$ cat src/sv/zatr_pkg.sv
// Shared types, codes and character constants of the zone alarm reporter.
package zatr_pkg;

	// Input operation codes.
	localparam logic [1:0] OP_TRIGGER = 2'd0;
	localparam logic [1:0] OP_TICK    = 2'd1;
	localparam logic [1:0] OP_SWEEP   = 2'd2;
	localparam logic [1:0] OP_NONE    = 2'd3;

	// Configuration register indexes.
	localparam logic [1:0] CFG_SWEEP_LOW   = 2'd0;
	localparam logic [1:0] CFG_SWEEP_HIGH  = 2'd1;
	localparam logic [1:0] CFG_SWEEP_START = 2'd2;

	// Reset values of the sweep registers.
	localparam logic [7:0] SWEEP_LOW_RESET   = 8'd50;
	localparam logic [7:0] SWEEP_HIGH_RESET  = 8'd150;
	localparam logic [7:0] SWEEP_START_RESET = 8'd100;

	// Command queue geometry.
	localparam int unsigned FIFO_DEPTH = 4;
	localparam int unsigned FIFO_AW    = $clog2(FIFO_DEPTH);

	// Index of the final character of the sixteen-character report.
	localparam logic [3:0] REPORT_LAST = 4'd15;

	// ASCII characters of the report.
	localparam logic [7:0] CHR_Z     = 8'h5A;
	localparam logic [7:0] CHR_O     = 8'h4F;
	localparam logic [7:0] CHR_N     = 8'h4E;
	localparam logic [7:0] CHR_A     = 8'h41;
	localparam logic [7:0] CHR_SPACE = 8'h20;
	localparam logic [7:0] CHR_COLON = 8'h3A;
	localparam logic [7:0] CHR_ZERO  = 8'h30;
	localparam logic [7:0] CHR_CR    = 8'h0D;

	// Time of day held as BCD digits.
	typedef struct packed {
		logic [1:0] hr_hi;
		logic [3:0] hr_lo;
		logic [2:0] mn_hi;
		logic [3:0] mn_lo;
		logic [2:0] sc_hi;
		logic [3:0] sc_lo;
	} tod_t;

	// One command from the front end to the back end.
	typedef struct packed {
		logic       is_report;
		logic [1:0] zone;
		tod_t       tod;
		logic       siren_on;
		logic [7:0] period;
		logic       alarm;
	} cmd_t;

	// Character at position idx of the report for the given command.
	function automatic logic [7:0] report_char(input cmd_t cmd, input logic [3:0] idx);
		logic [7:0] ch;
		case (idx)
			4'd0:    ch = CHR_Z;
			4'd1:    ch = CHR_O;
			4'd2:    ch = CHR_N;
			4'd3:    ch = CHR_A;
			4'd4:    ch = CHR_SPACE;
			4'd5:    ch = CHR_ZERO + {6'd0, cmd.zone};
			4'd6:    ch = CHR_SPACE;
			4'd7:    ch = CHR_ZERO + {6'd0, cmd.tod.hr_hi};
			4'd8:    ch = CHR_ZERO + {4'd0, cmd.tod.hr_lo};
			4'd9:    ch = CHR_COLON;
			4'd10:   ch = CHR_ZERO + {5'd0, cmd.tod.mn_hi};
			4'd11:   ch = CHR_ZERO + {4'd0, cmd.tod.mn_lo};
			4'd12:   ch = CHR_COLON;
			4'd13:   ch = CHR_ZERO + {5'd0, cmd.tod.sc_hi};
			4'd14:   ch = CHR_ZERO + {4'd0, cmd.tod.sc_lo};
			default: ch = CHR_CR;
		endcase
		return ch;
	endfunction

endpackage

$ cat src/sv/zatr_front.sv
// Front end: accepts items, keeps time, alarm and sweep state, queues commands.
module zatr_front (
	input  logic               clk,
	input  logic               arst_n,
	input  logic               in_valid,
	output logic               in_ready,
	input  logic [1:0]         opcode,
	input  logic [1:0]         zone,
	input  logic               cfg_valid,
	input  logic [1:0]         cfg_index,
	input  logic [7:0]         cfg_data,
	output logic               push,
	output zatr_pkg::cmd_t     push_data,
	input  logic               full
);

	zatr_pkg::tod_t tod_q;
	logic           alarm_q;
	logic [7:0]     sweep_low_q;
	logic [7:0]     sweep_high_q;
	logic [7:0]     period_q;
	logic           rising_q;
	logic           accept;
	logic           rising_next;

	assign in_ready = !full;
	assign accept   = in_valid && in_ready;

	assign push = accept && (opcode == zatr_pkg::OP_TRIGGER || opcode == zatr_pkg::OP_SWEEP);

	always_comb begin
		if (period_q > sweep_high_q) begin
			rising_next = 1'b0;
		end else if (period_q < sweep_low_q) begin
			rising_next = 1'b1;
		end else begin
			rising_next = rising_q;
		end
	end

	always_comb begin
		push_data           = '0;
		push_data.is_report = (opcode == zatr_pkg::OP_TRIGGER);
		push_data.zone      = zone;
		push_data.tod       = tod_q;
		if (opcode == zatr_pkg::OP_TRIGGER) begin
			push_data.alarm = 1'b1;
		end else begin
			push_data.alarm    = alarm_q;
			push_data.siren_on = alarm_q;
			push_data.period   = alarm_q ? period_q : 8'd0;
		end
	end

	always_ff @(posedge clk or negedge arst_n) begin
		if (!arst_n) begin
			tod_q        <= '0;
			alarm_q      <= 1'b0;
			sweep_low_q  <= zatr_pkg::SWEEP_LOW_RESET;
			sweep_high_q <= zatr_pkg::SWEEP_HIGH_RESET;
			period_q     <= zatr_pkg::SWEEP_START_RESET;
			rising_q     <= 1'b1;
		end else begin
			if (cfg_valid) begin
				case (cfg_index)
					zatr_pkg::CFG_SWEEP_LOW:   sweep_low_q  <= cfg_data;
					zatr_pkg::CFG_SWEEP_HIGH:  sweep_high_q <= cfg_data;
					zatr_pkg::CFG_SWEEP_START: period_q     <= cfg_data;
					default: ;
				endcase
			end
			if (accept) begin
				case (opcode)
					zatr_pkg::OP_TRIGGER: begin
						alarm_q <= 1'b1;
					end
					zatr_pkg::OP_TICK: begin
						// BCD carry chain; 23:59:59 rolls over to midnight.
						if (tod_q.sc_lo != 4'd9) begin
							tod_q.sc_lo <= tod_q.sc_lo + 4'd1;
						end else begin
							tod_q.sc_lo <= 4'd0;
							if (tod_q.sc_hi != 3'd5) begin
								tod_q.sc_hi <= tod_q.sc_hi + 3'd1;
							end else begin
								tod_q.sc_hi <= 3'd0;
								if (tod_q.mn_lo != 4'd9) begin
									tod_q.mn_lo <= tod_q.mn_lo + 4'd1;
								end else begin
									tod_q.mn_lo <= 4'd0;
									if (tod_q.mn_hi != 3'd5) begin
										tod_q.mn_hi <= tod_q.mn_hi + 3'd1;
									end else begin
										tod_q.mn_hi <= 3'd0;
										if (tod_q.hr_hi == 2'd2 && tod_q.hr_lo == 4'd3) begin
											tod_q.hr_hi <= 2'd0;
											tod_q.hr_lo <= 4'd0;
										end else if (tod_q.hr_lo == 4'd9) begin
											tod_q.hr_lo <= 4'd0;
											tod_q.hr_hi <= tod_q.hr_hi + 2'd1;
										end else begin
											tod_q.hr_lo <= tod_q.hr_lo + 4'd1;
										end
									end
								end
							end
						end
					end
					zatr_pkg::OP_SWEEP: begin
						if (alarm_q) begin
							rising_q <= rising_next;
							period_q <= rising_next ? period_q + 8'd1 : period_q - 8'd1;
						end
					end
					default: ;
				endcase
			end
		end
	end

endmodule

$ cat src/sv/zatr_fifo.sv
// Short command queue between the front end and the back end.
module zatr_fifo (
	input  logic           clk,
	input  logic           arst_n,
	input  logic           push,
	input  zatr_pkg::cmd_t push_data,
	output logic           full,
	input  logic           pop,
	output zatr_pkg::cmd_t pop_data,
	output logic           empty
);

	zatr_pkg::cmd_t                entries_q [zatr_pkg::FIFO_DEPTH];
	logic [zatr_pkg::FIFO_AW-1:0]  wr_ptr_q;
	logic [zatr_pkg::FIFO_AW-1:0]  rd_ptr_q;
	logic [zatr_pkg::FIFO_AW:0]    count_q;

	assign full     = (count_q == (zatr_pkg::FIFO_AW+1)'(zatr_pkg::FIFO_DEPTH));
	assign empty    = (count_q == '0);
	assign pop_data = entries_q[rd_ptr_q];

	always_ff @(posedge clk) begin
		if (push) begin
			entries_q[wr_ptr_q] <= push_data;
		end
	end

	always_ff @(posedge clk or negedge arst_n) begin
		if (!arst_n) begin
			wr_ptr_q <= '0;
			rd_ptr_q <= '0;
			count_q  <= '0;
		end else begin
			if (push) begin
				wr_ptr_q <= wr_ptr_q + 1'b1;
			end
			if (pop) begin
				rd_ptr_q <= rd_ptr_q + 1'b1;
			end
			if (push && !pop) begin
				count_q <= count_q + 1'b1;
			end else if (pop && !push) begin
				count_q <= count_q - 1'b1;
			end
		end
	end

endmodule

$ cat src/sv/zatr_back.sv
// Back end: plays out queued commands as report characters or siren results.
module zatr_back (
	input  logic           clk,
	input  logic           arst_n,
	output logic           pop,
	input  zatr_pkg::cmd_t pop_data,
	input  logic           empty,
	output logic           out_valid,
	input  logic           out_ready,
	output logic           byte_valid,
	output logic [7:0]     data_byte,
	output logic           last,
	output logic           siren_on,
	output logic [7:0]     siren_period,
	output logic [6:0]     siren_duty,
	output logic           alarm_active
);

	zatr_pkg::cmd_t cur_q;
	logic [3:0]     idx_q;
	logic           busy_q;
	logic           cur_done;
	logic           load;

	assign cur_done = !cur_q.is_report || (idx_q == zatr_pkg::REPORT_LAST);
	assign load     = !busy_q || (out_ready && cur_done);
	assign pop      = load && !empty;

	assign out_valid    = busy_q;
	assign byte_valid   = cur_q.is_report;
	assign data_byte    = cur_q.is_report ? zatr_pkg::report_char(cur_q, idx_q) : 8'd0;
	assign last         = cur_done;
	assign siren_on     = !cur_q.is_report && cur_q.siren_on;
	assign siren_period = cur_q.is_report ? 8'd0 : cur_q.period;
	assign siren_duty   = siren_period[7:1];
	assign alarm_active = cur_q.alarm;

	always_ff @(posedge clk) begin
		if (pop) begin
			cur_q <= pop_data;
		end
	end

	always_ff @(posedge clk or negedge arst_n) begin
		if (!arst_n) begin
			busy_q <= 1'b0;
			idx_q  <= '0;
		end else begin
			if (load) begin
				busy_q <= !empty;
				idx_q  <= '0;
			end else if (busy_q && out_ready) begin
				idx_q <= idx_q + 4'd1;
			end
		end
	end

endmodule

$ cat src/sv/zone_alarm_time_stamp_reporter_top.sv
// Top level of the zone alarm reporter: front end, command queue and back end.
// A trigger or sweep step is queued, then loaded into the back end. A zone trigger
// holds the output for 16 beats, one report character per cycle while out_ready is
// high. A sweep step takes one beat and a tick none; the front end takes one item per
// cycle while the four-entry queue has room. Reset (arst_n low) is asynchronous and
// clears the clock to midnight, the alarm, the queue and restores the sweep registers.
module zone_alarm_time_stamp_reporter_top (
	input  logic       clk,
	input  logic       arst_n,
	input  logic       in_valid,
	output logic       in_ready,
	input  logic [1:0] opcode,
	input  logic [1:0] zone,
	input  logic       cfg_valid,
	output logic       cfg_ready,
	input  logic [1:0] cfg_index,
	input  logic [7:0] cfg_data,
	output logic       out_valid,
	input  logic       out_ready,
	output logic       byte_valid,
	output logic [7:0] data_byte,
	output logic       last,
	output logic       siren_on,
	output logic [7:0] siren_period,
	output logic [6:0] siren_duty,
	output logic       alarm_active
);

	// Commands travel from the front end to the back end through the queue. The front
	// end updates all architectural state the moment an item is accepted, so a report
	// carries the time stamp and the sweep result carries the period seen at acceptance.
	zatr_pkg::cmd_t push_data;
	zatr_pkg::cmd_t pop_data;
	logic           push;
	logic           pop;
	logic           full;
	logic           empty;

	// Configuration flops take a write in any cycle; a sweep may override a start write.
	assign cfg_ready = 1'b1;

	zatr_front u_front (
		.clk       (clk),
		.arst_n    (arst_n),
		.in_valid  (in_valid),
		.in_ready  (in_ready),
		.opcode    (opcode),
		.zone      (zone),
		.cfg_valid (cfg_valid),
		.cfg_index (cfg_index),
		.cfg_data  (cfg_data),
		.push      (push),
		.push_data (push_data),
		.full      (full)
	);

	zatr_fifo u_fifo (
		.clk       (clk),
		.arst_n    (arst_n),
		.push      (push),
		.push_data (push_data),
		.full      (full),
		.pop       (pop),
		.pop_data  (pop_data),
		.empty     (empty)
	);

	// The back end holds the current command in a register and steps through its
	// characters; it loads the next command in the same cycle its last beat is taken.
	zatr_back u_back (
		.clk          (clk),
		.arst_n       (arst_n),
		.pop          (pop),
		.pop_data     (pop_data),
		.empty        (empty),
		.out_valid    (out_valid),
		.out_ready    (out_ready),
		.byte_valid   (byte_valid),
		.data_byte    (data_byte),
		.last         (last),
		.siren_on     (siren_on),
		.siren_period (siren_period),
		.siren_duty   (siren_duty),
		.alarm_active (alarm_active)
	);

endmodule

$ cat config.mk
export PLATFORM = sky130hd
export DESIGN_NAME = zone_alarm_time_stamp_reporter_top
export DESIGN_NICKNAME = d
export VERILOG_FILES = /design/src/sv/zatr_pkg.sv /design/src/sv/zatr_front.sv /design/src/sv/zatr_fifo.sv /design/src/sv/zatr_back.sv /design/src/sv/zone_alarm_time_stamp_reporter_top.sv
export SDC_FILE = /design/constraint.sdc
export NUM_CORES = 1
export LEC_CHECK = 0
export ABC_AREA = 1
export BUFFER_PORTS_ARGS = -buffer_cell sky130_fd_sc_hd__buf_2
export CORE_ASPECT_RATIO = 2
export CORE_MARGIN = 1.5
export CORE_UTILIZATION = 55
export DETAILED_ROUTE_END_ITERATION = 16
export MAX_ROUTING_LAYER = met4
export PLACE_DENSITY = 0.84
export SYNTH_ARGS = -nofsm -noshare
export SYNTH_HDL_FRONTEND = slang
export SYNTH_SLANG_ARGS = --single-unit
$ cat constraint.sdc
create_clock -name clk -period 3.1 [get_ports clk]
set_input_delay 0.155 -clock clk [delete_from_list [all_inputs] [get_ports clk]]
set_output_delay 0.155 -clock clk [all_outputs]
set_load 0.01 [all_outputs]
==> parameters.txt, run 1 <==
Parameter                              Value

Outcome
  Run status ... completed

Synth
  Flip-flop cell with the highest count after synthesis ... sky130_fd_sc_hd__edfxtp_1
  Warning count from the yosys run ... 0
  Synthesized Nets ... 944
  Mapped Cells ... 890
  FFs w/ async S/R, synth ... 26.0%
  Post-synthesis sequential element count ... 223
  Share of synthesized area occupied by flip-flops and latches ... 65.3%
  Per-instance average area after synthesis ... 11.1 sq um
  Post-synthesis cell type count ... 45
  Number of flops mapped to enable cells by yosys ... 165
  Post-synthesis instance area ... 9840 sq um

Floorplanning
  Number of top-level pins ... 49
  Initial core utilization ... 55.9%
  DIE HEIGHT ... 192 um
  Die W ... 97.6 um
  Total Die Area ... 18700 sq um
  Area of the core ... 17600 sq um
  # rows ... 69

Worst setup path
  Type of destination of the critical path ... flop
  Startpoint type of the worst setup path ... flop
  Crit path DAT ... 3.22 ns
  Max Fanout on Critical Path ... 11
  Required time of the worst setup path ... 3.53 ns
  Critical path class ... reg2reg

Placed design
  Weighted congestion at the end of routability-driven global placement ... 0.856
  Cell total after placement ... 1126
  Total placed instance area ... 10300 sq um
  Count of input and output buffers ... 46
  DP Wirelength ... 12400 um

Route
  Post-route antenna net violation count ... 0
  DRC violations left ... 0
  DRC violation total after the first TritonRoute iteration ... 466
  DR vias ... 6675
  Routed Wire Length ... 19700 um
  Ratio of routed vias to standard cells ... 5.69
  Average wire length per cell after detail routing ... 16.8 um
  Length of the first detailed-routing pass in iterations ... 5

Power
  Clock power frac ... 22.8%
  Power density normalized to cell area ... 928 nW/um^2
  Total net switching power ... 3.71 mW
  Power share of the sequential group ... 41.7%
  Pleak ... 4.42 nW
  Worst IR drop on VDD ... 0.000648 V
  Design Power ... 10.3 mW
  Combinational cell fraction of total power ... 35.5%
  Fraction of power spent switching nets ... 36.1%
  P_int ... 6.55 mW

GRT
  Pin count of the biggest net entering global routing ... 69
  Wire length of the first global-routing pass ... 32000 um
  Antenna violations before repair ... 0
  Congestion Overflow GR ... 0
  Number of global-route vias before repair ... 6612
  Tot GR Track Use ... 21.9%

STA
  Final Hold Fails ... 0
  Achievable Freq ... 358 MHz
  Final clock period utilization by the worst path ... 90.1%
  Max-slew headroom ... 32.4%
  Clock skew after layout ... 0.0150 ns
  Unrepaired setup endpoints after global routing ... no
  Minimum period implied by the final worst setup slack ... 2.79 ns
  Finish-stage setup viols ... 0
  Sum Neg Setup Slack ... 0 ns
  Tightest hold margin ... 0.0242 ns
  Slew @ Worst Pin ... 1.01 ns
  Max Slew Vio Count ... 0

Clock network
  Clk root buf ... sky130_fd_sc_hd__clkbuf_16
  Max H-tree Level ... 1
  Clock Sink Count ... 223
  Buffer levels on the longest clock path ... 3
  Clock tree from TritonCTS ... built
  Clock transition at path regs ... 0.07 ns
  CTS buffer count ... 19
  Clock latency reported for the late side of the worst-skew pair ... 0.50 ns
  Post-CTS Setup Bufs ... 0

Cells and area
  Diodes inserted ... 0
  Final std cell area, no fill ... 11100 sq um
  Multi-input combinational cell area ... 2920 sq um
  Area used by sequential logic in the layout ... 6420 sq um
  Final layout net count ... 1001
  Layout cells sized above 1 ... 13.2%
  Most common library cell in the layout ignoring fill and taps ... sky130_fd_sc_hd__edfxtp_1
  Highest-count cells in the layout ignoring fill and taps ... sky130_fd_sc_hd__edfxtp_1, sky130_fd_sc_hd__nor2_1, sky130_fd_sc_hd__nand2_1, sky130_fd_sc_hd__o21ai_0, sky130_fd_sc_hd__inv_1
  Count of placed standard cells in the final layout, fillers left out ... 1173
  Layout fillers ... 1321
  Layout Area Growth over Synthesis ... 12.4%

Hold path
  Worst min-delay path class ... in2reg

Flow run
  Max Cap Violations ... 0
[power by group through the flow]
stage	combinational [mW]	clock, mW	sequential (mW)
2_1_floorplan	2.58	0	4.24
3_3_place_gp	3.35	0	4.29
3_5_place_dp	3.52	0	4.33
4_1_cts	3.55	2.37	4.27
5_1_grt	4.08	2.48	4.33
6_report	3.64	2.34	4.27
[Yosys cell counts (all sizes together), types with 2 or more instances]
cell | count | area [sq um]
dfstp | 11 | 289
buf | 10 | 72.6
clkbuf | 25 | 93.8
a21oi | 18 | 90.1
o31ai | 2 | 15.0
o21a | 3 | 22.5
nor2 | 139 | 547
nand4 | 6 | 37.5
fa | 2 | 40.0
o211ai | 3 | 22.5
xor2 | 12 | 105
o22ai | 35 | 219
o21ai | 106 | 531
dfrtp | 47 | 1180
a21o | 2 | 15.0
xnor2 | 6 | 52.6
a31oi | 3 | 18.8
conb | 2 | 7.51
edfxtp | 165 | 4950
nand3 | 19 | 95.1
nor3 | 11 | 82.6
ha | 33 | 413
inv | 96 | 360
a22oi | 2 | 15.0
a22o | 2 | 17.5
a211oi | 2 | 15.0
nand2 | 119 | 462
[logic make-up after synthesis]
| family | synth area share (%) |
|---|---|
| buffers and inverters | 5.41 |
| AOI/OAI and AO/OA | 10.1 |
| other | 0.0763 |
| DFF | 65.3 |
| adders and majority gates | 4.60 |
| and+or+nand+nor | 12.8 |
| xor gates and xnor gates | 1.60 |
| muxes | 0.114 |
[flip-flops by register name, summed over array words and instances, names as in the netlist]
register and cells:
u_front.push_data 20, u_front.alarm_q 1, u_front.period_q 8, u_back.idx_q 4
u_front.sweep_high_q 8, u_front.rising_q 1, u_back.byte_valid 1, u_back.cur_q 31
u_fifo.count_q 3, u_fifo.entries_q 132, u_front.sweep_low_q 8, u_fifo.rd_ptr_q 2
u_back.out_valid 1, u_back.alarm_active 1, u_fifo.wr_ptr_q 2
[cell type report]
| class | instances | share of cell area (%) |
|---|---|---|
| Multi-Input combinational cell | 535 | 26.4 |
| Sequential cell | 223 | 58.1 |
| Inverter | 97 | 3.31 |
| Timing Repair Buffer | 71 | 4.19 |
| Tap cell | 213 | 2.41 |
| Clock inverter | 12 | 0.996 |
| Clock buffer | 22 | 4.58 |
[final timing paths]
check	endpoint	depth (start not counted)	slack, ns	from
max	u_front.period_q[6]	15	0.31	u_front.sweep_high_q[7]
min reg2reg	u_front.rising_q	2	0.49	u_front.rising_q
max reg2reg	u_front.period_q[6]	15	0.31	u_front.sweep_high_q[7]
min	u_front.period_q[1]	4	0.02	cfg_index[0]
min in group asynchronous	u_fifo.rd_ptr_q[1]	2	0.38	arst_n
max in group asynchronous	u_front.push_data[27]	3	1.91	arst_n
[worst max-delay path: stages (launching register included)]
cell	delay [ns]
sky130_fd_sc_hd__dfstp_2	0.52
sky130_fd_sc_hd__inv_1	0.04
sky130_fd_sc_hd__ha_1	0.28
sky130_fd_sc_hd__nand2_1	0.07
sky130_fd_sc_hd__nor2_1	0.15
sky130_fd_sc_hd__nand4_1	0.11
sky130_fd_sc_hd__nand2_1	0.17
sky130_fd_sc_hd__nand2_4	0.13
sky130_fd_sc_hd__fa_1	0.48
sky130_fd_sc_hd__nand3_1	0.10
sky130_fd_sc_hd__nand2_1	0.08
sky130_fd_sc_hd__a21o_1	0.17
sky130_fd_sc_hd__a21oi_1	0.15
sky130_fd_sc_hd__xnor2_1	0.14
sky130_fd_sc_hd__nand2_1	0.07
sky130_fd_sc_hd__nand2_1	0.07
[layer usage]
| metal | share of wire (%) | global-route usage, % | vias to the layer above |
|---|---|---|---|
| met1 | 39 | 27.0 | 3220 |
| li1 | - | - | 3155 |
| met5 | 0 | - | - |
| met2 | 52 | 38.0 | 264 |
| met4 | 2.2 | 6.98 | 0 |
| met3 | 6.4 | 2.33 | 36 |
[what timing repair did]
item,4_1_cts,5_1_grt
setup endpoints to repair,0,4
endpoints found under the hold margin,55,1
hold buffers,12,1
gates resized for setup,0,6
[stage by stage]
stage | utilization [%] | setup slack, ns
global route | 62.8 | 0.0533
global placement | 58.4 | 0.197
floorplan | - | 0.127
detailed placement | 58.4 | 0.106
finish | 62.8 | 0.308
CTS | 62.6 | 0.0967
No activity file was read; power rests on OpenSTA's default activity.
==> run 2, diff against run 1 <==
ABC_AREA = default   (was 1)
SLEW_MARGIN = 20   (was default)
SYNTH_HIERARCHICAL = 1   (was default)
==> run 2 against run 1 <==
Net effect: the flow now finishes with violations (negative setup slack); clock power down 7%; worst setup slack got worse by 0.45 ns; count of clock-buffer cells in the layout increased by 5; first-iteration DRC count decreased by 29%; area after synthesis increased by 0.27%; fmax fell by 14%; die area is 0.26% higher; critical path depth is 3 lower; clock skew down 0.0023 ns; sequential share of layout area down 0.72 points; sequential power grew 3%; largest cell class unchanged.
==> parameters.txt, run 2 <==
Parameter                              Value

Worst setup path
  Worst reg2reg startpoint ... u_front/period_q[6]
  Startpoint type of the worst setup path ... flop
  RR Endpoint ... u_front/period_q[7]
  Crit path DAT ... 3.65 ns (+0.43 ns)
  Required time of the worst setup path ... 3.50 ns (-0.03 ns)
  Max Fanout on Critical Path ... 6 (-5)
  Number of cells on the worst reg-to-reg path ... 12 (-3)
  Critical path class ... reg2reg
  Type of destination of the critical path ... flop
  Flop2flop setup slack ... -0.15 ns (-0.45 ns)

Floorplanning
  Initial core utilization ... 55.7% (-0.12 points)
  Die W ... 97.7 um (+0.13%)
  Area of the core ... 17700 sq um (+0.49%)
  # rows ... 69 (unchanged)
  Total Die Area ... 18800 sq um (+0.26%)
  Number of top-level pins ... 49 (unchanged)
  DIE HEIGHT ... 192 um (+0.13%)

Clock network
  Max H-tree Level ... 1 (unchanged)
  Clock tree from TritonCTS ... built
  Clk root buf ... sky130_fd_sc_hd__clkbuf_16
  Clock transition at path regs ... 0.07 ns (about the same)
  Clock latency reported for the late side of the worst-skew pair ... 0.48 ns (-0.02 ns)
  Buffer levels on the longest clock path ... 3 (unchanged)
  CTS buffer count ... 19 (unchanged)
  Clock Sink Count ... 223 (unchanged)

GRT
  Number of global-route vias before repair ... 6052 (-8.5%)
  Pin count of the biggest net entering global routing ... 36 (-48%)
  Tot GR Track Use ... 22.0% (+0.16 points)
  Congestion Overflow GR ... 0 (unchanged)
  Wire length of the first global-routing pass ... 31200 um (-2.6%)
  Antenna violations before repair ... 0 (unchanged)

STA
  Tightest hold margin ... 0.0225 ns (-0.00169 ns)
  Max-slew headroom ... 47.8% (+15 points)
  Final clock period utilization by the worst path ... 105% (+15 points)
  Minimum period implied by the final worst setup slack ... 3.25 ns (+0.454 ns)
  Max Slew Vio Count ... 0 (unchanged)
  Finish-stage setup viols ... 3 (+3)
  Final Hold Fails ... 0 (unchanged)
  Achievable Freq ... 308 MHz (-14%)
  Clock skew after layout ... 0.0127 ns (-0.00231 ns)
  Unrepaired setup endpoints after global routing ... yes
  Slew @ Worst Pin ... 0.776 ns (-0.239 ns)
  Fin worst setup slack ... -0.146 ns (-0.454 ns)

Synth
  Post-synthesis instance area ... 9860 sq um (+0.27%)
  Post-synthesis cell type count ... 67 (+49%)
  Number of flops mapped to enable cells by yosys ... 165 (unchanged)
  Flip-flop cell with the highest count after synthesis ... sky130_fd_sc_hd__edfxtp_1
  Main area contributors after synthesis ... sky130_fd_sc_hd__edfxtp_1, sky130_fd_sc_hd__dfrtp_1, sky130_fd_sc_hd__mux4_2
  Commonest cells post-synth ... sky130_fd_sc_hd__edfxtp_1, sky130_fd_sc_hd__nand2_1, sky130_fd_sc_hd__dfrtp_1
  Library cell with the largest summed area after synthesis ... sky130_fd_sc_hd__edfxtp_1
  Post-synthesis sequential element count ... 223 (unchanged)
  Share of the synthesized area in the top cell type ... 50.2% (-0.13 points)
  Most used standard cell by instance count after synthesis ... sky130_fd_sc_hd__edfxtp_1
  FFs w/ async S/R, synth ... 26.0% (unchanged)
  Per-instance average area after synthesis ... 15.0 sq um (+36%)
  Warning count from the yosys run ... 6 (+6)
  Share of synthesized area occupied by flip-flops and latches ... 65.1% (-0.17 points)
  Mapped Cells ... 657 (-26%)
  Synthesized Nets ... 712 (-25%)

Cells and area
  Register with the most flip-flops ... u_fifo/entries_q
  Diodes inserted ... 0 (unchanged)
  Layout Area Growth over Synthesis ... 13.5%
  Count of placed standard cells in the final layout, fillers left out ... 966 (-18%)
  Utilization after layout ... 63.2% (+0.48 points)
  Highest-count cells in the layout ignoring fill and taps ... sky130_fd_sc_hd__edfxtp_1, sky130_fd_sc_hd__nand2_1, sky130_fd_sc_hd__buf_2, sky130_fd_sc_hd__dfrtp_1, sky130_fd_sc_hd__buf_4
  Max reg flops ... 132 (unchanged)
  Final layout net count ... 796 (-20%)
  Layout cells sized above 1 ... 25.5% (+12 points)
  Most common library cell in the layout ignoring fill and taps ... sky130_fd_sc_hd__edfxtp_1
  Layout fillers ... 1200 (-9.2%)

Placed design
  DP Wirelength ... 13400 um (+8.3%)
  Weighted congestion at the end of routability-driven global placement ... 0.864 (+0.97%)
  Count of input and output buffers ... 46 (unchanged)
  Cell total after placement ... 918 (-18%)

Hold path
  Hold Crit Depth ... 3 (-1)
  Worst min-delay path class ... in2reg
  Hold path endpoint ... u_back/idx_q[0]
  Hold Startpoint ... out_ready

Power
  Design Power ... 10.7 mW (+4.7%)
  Worst IR drop on VDD ... 0.000828 V (+28%)
  Pleak ... 4.18 nW (-5.2%)
  Power density normalized to cell area ... 959 nW/um^2 (+3.4%)

Route
  Post-route antenna net violation count ... 0 (unchanged)
  Length of the first detailed-routing pass in iterations ... 4 (-1)
  Ratio of routed vias to standard cells ... 5.92 (+4.0%)
  DRC violation total after the first TritonRoute iteration ... 329 (-29%)
  Average wire length per cell after detail routing ... 20.4 um (+22%)
  DRC violations left ... 0 (unchanged)
  Routed Wire Length ... 19700 um (+0.14%)
  DR vias ... 5719 (-14%)

Outcome
  Failing checks ... negative setup slack
  Run status ... finished with violations

Flow run
  Max Cap Violations ... 0 (unchanged)
## run 2: what timing repair did
action | CTS | global route
setup buffers | 1 | 2
setup endpoints to repair | 4 | 4
gates resized for setup | 5 | 8
hold endpoints to repair | 52 | 0
pin swaps | 8 | 9
hold buffers | 12 | 0
gates cloned | 0 | 0
## run 2: per-layer routing
layer / wire, um / track usage [%] / vias up / part of all wire [%]
met1: 6600 / 21.5 / 2877 / 34
met5: 0 / - / - / 0
met2: 11700 / 43.8 / 174 / 60
li1: - / - / 2612 / -
met3: 631 / 1.85 / 56 / 3.2
met4: 742 / 8.96 / 0 / 3.8
## run 2: worst max-delay path by stage
stage                                     end                    start  slack (ns)  cells after the start
after floorplan           u_front/period_q[7]  u_front/sweep_high_q[4]        0.01                     13
after global placement    u_front/period_q[7]      u_front/period_q[6]       -0.13                     12
after detailed placement  u_front/period_q[7]      u_front/period_q[6]       -0.28                     12
after CTS                 u_front/period_q[7]      u_front/period_q[6]       -0.12                     12
after global routing      u_front/period_q[7]  u_front/sweep_high_q[7]       -0.32                     13
final                     u_front/period_q[7]      u_front/period_q[6]       -0.15                     12
## run 2: cells by family (layout without fill, tap and decap cells)
| kind of cell | after synthesis | in the layout | synth area share, % |
|---|---|---|---|
| AND/OR/NAND/NOR | 165 | 165 | 8.74 |
| buffers and inverters | 65 | 161 | 4.07 |
| flip-flops | 223 | 223 | 65.1 |
| other | 2 | 2 | 0.0761 |
| AO/OA/AOI/OAI | 103 | 103 | 6.61 |
| adder cells (fa/ha/maj) | 36 | 36 | 4.72 |
| XOR/XNOR | 17 | 17 | 1.51 |
| multiplexers | 46 | 46 | 9.18 |
## run 2: per-stage QoR
step                      setup TNS, ns  setup slack [ns]  cell area [sq um]
final                            -0.262            -0.146              11200
after detailed placement         -0.534            -0.283              10400
after global routing             -0.770            -0.316              11200
after CTS                        -0.204            -0.120              11100
after floorplan                       0            0.0125               9940
after global placement           -0.252            -0.133              10400
## run 2: critical path, stage by stage (launching register included)
cell                       delay [ns]
sky130_fd_sc_hd__dfstp_2         0.57
sky130_fd_sc_hd__ha_1            0.26
sky130_fd_sc_hd__a211oi_2        0.21
sky130_fd_sc_hd__o32ai_1         0.15
sky130_fd_sc_hd__a221o_1         0.30
sky130_fd_sc_hd__or2_4           0.33
sky130_fd_sc_hd__ha_4            0.24
sky130_fd_sc_hd__a21oi_4         0.13
sky130_fd_sc_hd__o211ai_1        0.18
sky130_fd_sc_hd__o41ai_2         0.30
sky130_fd_sc_hd__nor3_1          0.10
sky130_fd_sc_hd__or2_4           0.24
sky130_fd_sc_hd__o211ai_1        0.16
## run 2: where the power goes
group | internal [mW] | switching (mW)
clock network | 1.19 | 0.986
registers | 3.97 | 0.410
logic | 2.07 | 2.11
total | 7.23 | 3.51
## run 2: cell type report
cell class,instances,area [sq um],share of cell area [%]
multi-input combinational,369,3180,28.4
tap,213,267,2.38
clock inverter,6,36.3,0.324
clock buffer,27,526,4.70
timing repair buffer,95,641,5.72
sequential,223,6420,57.4
inverter,33,124,1.11
==> run 3, diff against run 2 <==
--- a/config.mk
+++ b/config.mk
@@ -8,5 +8,5 @@
 export BUFFER_PORTS_ARGS = -buffer_cell sky130_fd_sc_hd__buf_2
 export CORE_ASPECT_RATIO = 2
-export CORE_MARGIN = 1.5
+export CORE_MARGIN = 3
 export CORE_UTILIZATION = 55
 export DETAILED_ROUTE_END_ITERATION = 16
==> constraint.sdc (replaced) <==
create_clock -name clk -period 3.1 [get_ports clk]
set_input_delay 0.31 -clock clk [delete_from_list [all_inputs] [get_ports clk]]
set_output_delay 0.31 -clock clk [all_outputs]
set_load 0.01 [all_outputs]
==> run 3 against run 2 <==
Net effect: the run still ends with negative setup slack left; non-clock buffer count fell by 9; critical path depth is 3 higher; final area up 0.14%; clock power up 12%; first-iteration DRC count down 17%; clock skew grew 0.0096 ns; sequential power about the same; sequential share of layout area decreased by 0.083 points; hold slack better by 0.012 ns; count of clock-buffer cells in the layout is 4 lower; core utilization up 1.0 points; combinational power is 6.2% higher; critical path type unchanged; largest cell class unchanged; largest power group is now combinational logic.
==> parameters.txt, run 3 (synthesis gave the netlist of run 2 again) <==
Parameter                              Value

Placed design
  DP Wirelength ... 13300 um (-0.60%)
  Count of input and output buffers ... 46 (unchanged)
  Weighted congestion at the end of routability-driven global placement ... 0.898 (+3.9%)

Power
  Pleak ... 4.21 nW (+0.60%)
  Worst IR drop on VDD ... 0.000993 V (+20%)
  P_int ... 7.63 mW (+5.5%)
  Power share of the sequential group ... 39.0% (-1.8 points)
  Total net switching power ... 3.64 mW (+3.9%)
  Fraction of power spent switching nets ... 32.3% (-0.34 points)
  Clock power frac ... 21.6% (+1.4 points)
  Power density normalized to cell area ... 1010 nW/um^2 (+4.8%)
  Design Power ... 11.3 mW (+5.0%)
  Combinational cell fraction of total power ... 39.4% (+0.5 points)

Route
  Post-route antenna net violation count ... 0 (unchanged)
  Average wire length per cell after detail routing ... 20.3 um (-0.33%)
  Length of the first detailed-routing pass in iterations ... 5 (+1)
  DR vias ... 5760 (+0.72%)
  DRC violations left ... 0 (unchanged)
  DRC violation total after the first TritonRoute iteration ... 273 (-17%)
  Ratio of routed vias to standard cells ... 6.03 (+1.9%)
  Routed Wire Length ... 19400 um (-1.5%)

Clock network
  Clock Sink Count ... 223 (unchanged)
  Clock latency reported for the late side of the worst-skew pair ... 0.50 ns (+0.02 ns)
  Clock transition at path regs ... 0.07 ns (about the same)
  Buffer levels on the longest clock path ... 3 (unchanged)
  CTS buffer count ... 19 (unchanged)
  Max H-tree Level ... 1 (unchanged)
  Clk root buf ... sky130_fd_sc_hd__clkbuf_16
  Clock tree from TritonCTS ... built

GRT
  Number of global-route vias before repair ... 6132 (+1.3%)
  Congestion Overflow GR ... 0 (unchanged)
  Pin count of the biggest net entering global routing ... 41 (+14%)
  Antenna violations before repair ... 0 (unchanged)
  Tot GR Track Use ... 20.7% (-1.3 points)
  Wire length of the first global-routing pass ... 30800 um (-1.1%)

STA
  Finish-stage setup viols ... 4 (+1)
  Slew @ Worst Pin ... 0.961 ns (+0.185 ns)
  Achievable Freq ... 297 MHz (-3.7%)
  Max Slew Vio Count ... 0 (unchanged)
  Max-slew headroom ... 35.9% (-12 points)
  Sum Neg Setup Slack ... -0.759 ns (-0.496 ns)
  Fin worst setup slack ... -0.269 ns (-0.123 ns)
  Unrepaired setup endpoints after global routing ... yes
  Final Hold Fails ... 0 (unchanged)
  Clock skew after layout ... 0.0223 ns (+0.00961 ns)
  Minimum period implied by the final worst setup slack ... 3.37 ns (+0.123 ns)
  Final clock period utilization by the worst path ... 109% (+4.0 points)

Worst setup path
  Required time of the worst setup path ... 3.50 ns (about the same)
  Crit path DAT ... 3.76 ns (+0.11 ns)
  Startpoint type of the worst setup path ... flop
  Critical path class ... reg2reg
  Max Fanout on Critical Path ... 4 (-2)
  Type of destination of the critical path ... flop
  Number of cells on the worst reg-to-reg path ... 15 (+3)

Hold path
  Worst min-delay path class ... in2reg
  Hold Crit Depth ... 1 (-2)

Cells and area
  Layout fillers ... 1149 (-4.3%)
  Layout Area Growth over Synthesis ... 13.6%
  Utilization after layout ... 64.3% (+1.0 points)
  Most common library cell in the layout ignoring fill and taps ... sky130_fd_sc_hd__edfxtp_1
  Final layout net count ... 787 (-1.1%)
  Layout cells sized above 1 ... 27.1% (+1.6 points)
  Max reg flops ... 132 (unchanged)
  Highest-count cells in the layout ignoring fill and taps ... sky130_fd_sc_hd__edfxtp_1, sky130_fd_sc_hd__nand2_1, sky130_fd_sc_hd__buf_2, sky130_fd_sc_hd__dfrtp_1, sky130_fd_sc_hd__buf_4
  Register with the most flip-flops ... u_fifo/entries_q
  Diodes inserted ... 0 (unchanged)

Floorplanning
  Initial core utilization ... 56.5% (+0.82 points)
  # rows ... 68 (-1.4%)
  Number of top-level pins ... 49 (unchanged)
  Area of the core ... 17400 sq um (-1.4%)
  Total Die Area ... 19700 sq um (+4.7%)
  Die W ... 101 um (+3.1%)
  DIE HEIGHT ... 195 um (+1.6%)

Outcome
  Run status ... finished with violations
  Failing checks ... negative setup slack

Flow run
  Max Cap Violations ... 0 (unchanged)
[run 3: area by class of cell]
class                      count  area, sq um  share of cell area [%]
clock buffer                  23          500                    4.47
clock inverter                11          146                    1.31
inverter                      33          124                    1.11
multi-input combinational    369         3190                    28.5
sequential                   223         6420                    57.3
tap                          210          263                    2.34
timing repair buffer          86          562                    5.01
[run 3: worst paths after layout]
path	start	endpoint	slack, ns
worst max-delay path	u_front/sweep_high_q[4]	u_front/period_q[7]	-0.27
max in group asynchronous	arst_n	u_front/period_q[2]	1.85
min in group asynchronous	arst_n	u_front/sweep_high_q[0]	0.49
worst min-delay path	zone[1]	u_fifo/entries_q[1][31]	0.03
worst max register to register	u_front/sweep_high_q[4]	u_front/period_q[7]	-0.27
worst min register to register	u_front/sweep_high_q[5]	u_front/sweep_high_q[5]	0.51
[run 3: repair_timing]
action / 4_1_cts / 5_1_grt
gates resized for setup: 12 / 3
setup endpoints to repair: 4 / 5
pin swaps: 16 / 13
gates cloned: 0 / 0
hold buffers: 1 / 0
buffers inserted: 4 / 4
hold endpoints to repair: 10 / 0
[run 3: metal layers]
layer	global-route usage, %	part of all wire (%)	up-vias
met5	-	0	-
met2	38.0	59	182
met3	2.29	3.8	53
met4	8.90	3.1	0
met1	21.8	34	2929
li1	-	-	2596
[run 3: worst max-delay path: stages, from the launching register on]
cell	delay [ns]
sky130_fd_sc_hd__dfstp_2	0.53
sky130_fd_sc_hd__inv_2	0.04
sky130_fd_sc_hd__ha_4	0.26
sky130_fd_sc_hd__and4_4	0.24
sky130_fd_sc_hd__nand4_1	0.08
sky130_fd_sc_hd__a221o_1	0.37
sky130_fd_sc_hd__or2_4	0.27
sky130_fd_sc_hd__buf_4	0.15
sky130_fd_sc_hd__ha_4	0.22
sky130_fd_sc_hd__nand3_2	0.07
sky130_fd_sc_hd__o211ai_1	0.09
sky130_fd_sc_hd__buf_4	0.16
sky130_fd_sc_hd__o41ai_4	0.32
sky130_fd_sc_hd__nor3_2	0.07
sky130_fd_sc_hd__or2_4	0.23
sky130_fd_sc_hd__o211ai_1	0.15
[run 3: power by group through the flow]
stage                     clock network [mW]  registers, mW  logic (mW)
after global routing                    2.58           4.46        4.82
after global placement                     0           4.41        3.64
final                                   2.44           4.40        4.44
after CTS                               2.48           4.40        4.23
after detailed placement                   0           4.46        3.85
after floorplan                            0           4.28        2.90
[run 3: through the flow]
step	hold slack (ns)	std cells	area, sq um	setup slack (ns)
4_1_cts	0.0230	952	11200	-0.270
5_1_grt	0.0303	955	11200	-0.402
3_5_place_dp	0.487	913	10400	-0.310
3_3_place_gp	0.474	913	10400	-0.122
2_1_floorplan	0.0144	657	9940	0.0125
6_report	0.0344	955	11200	-0.269
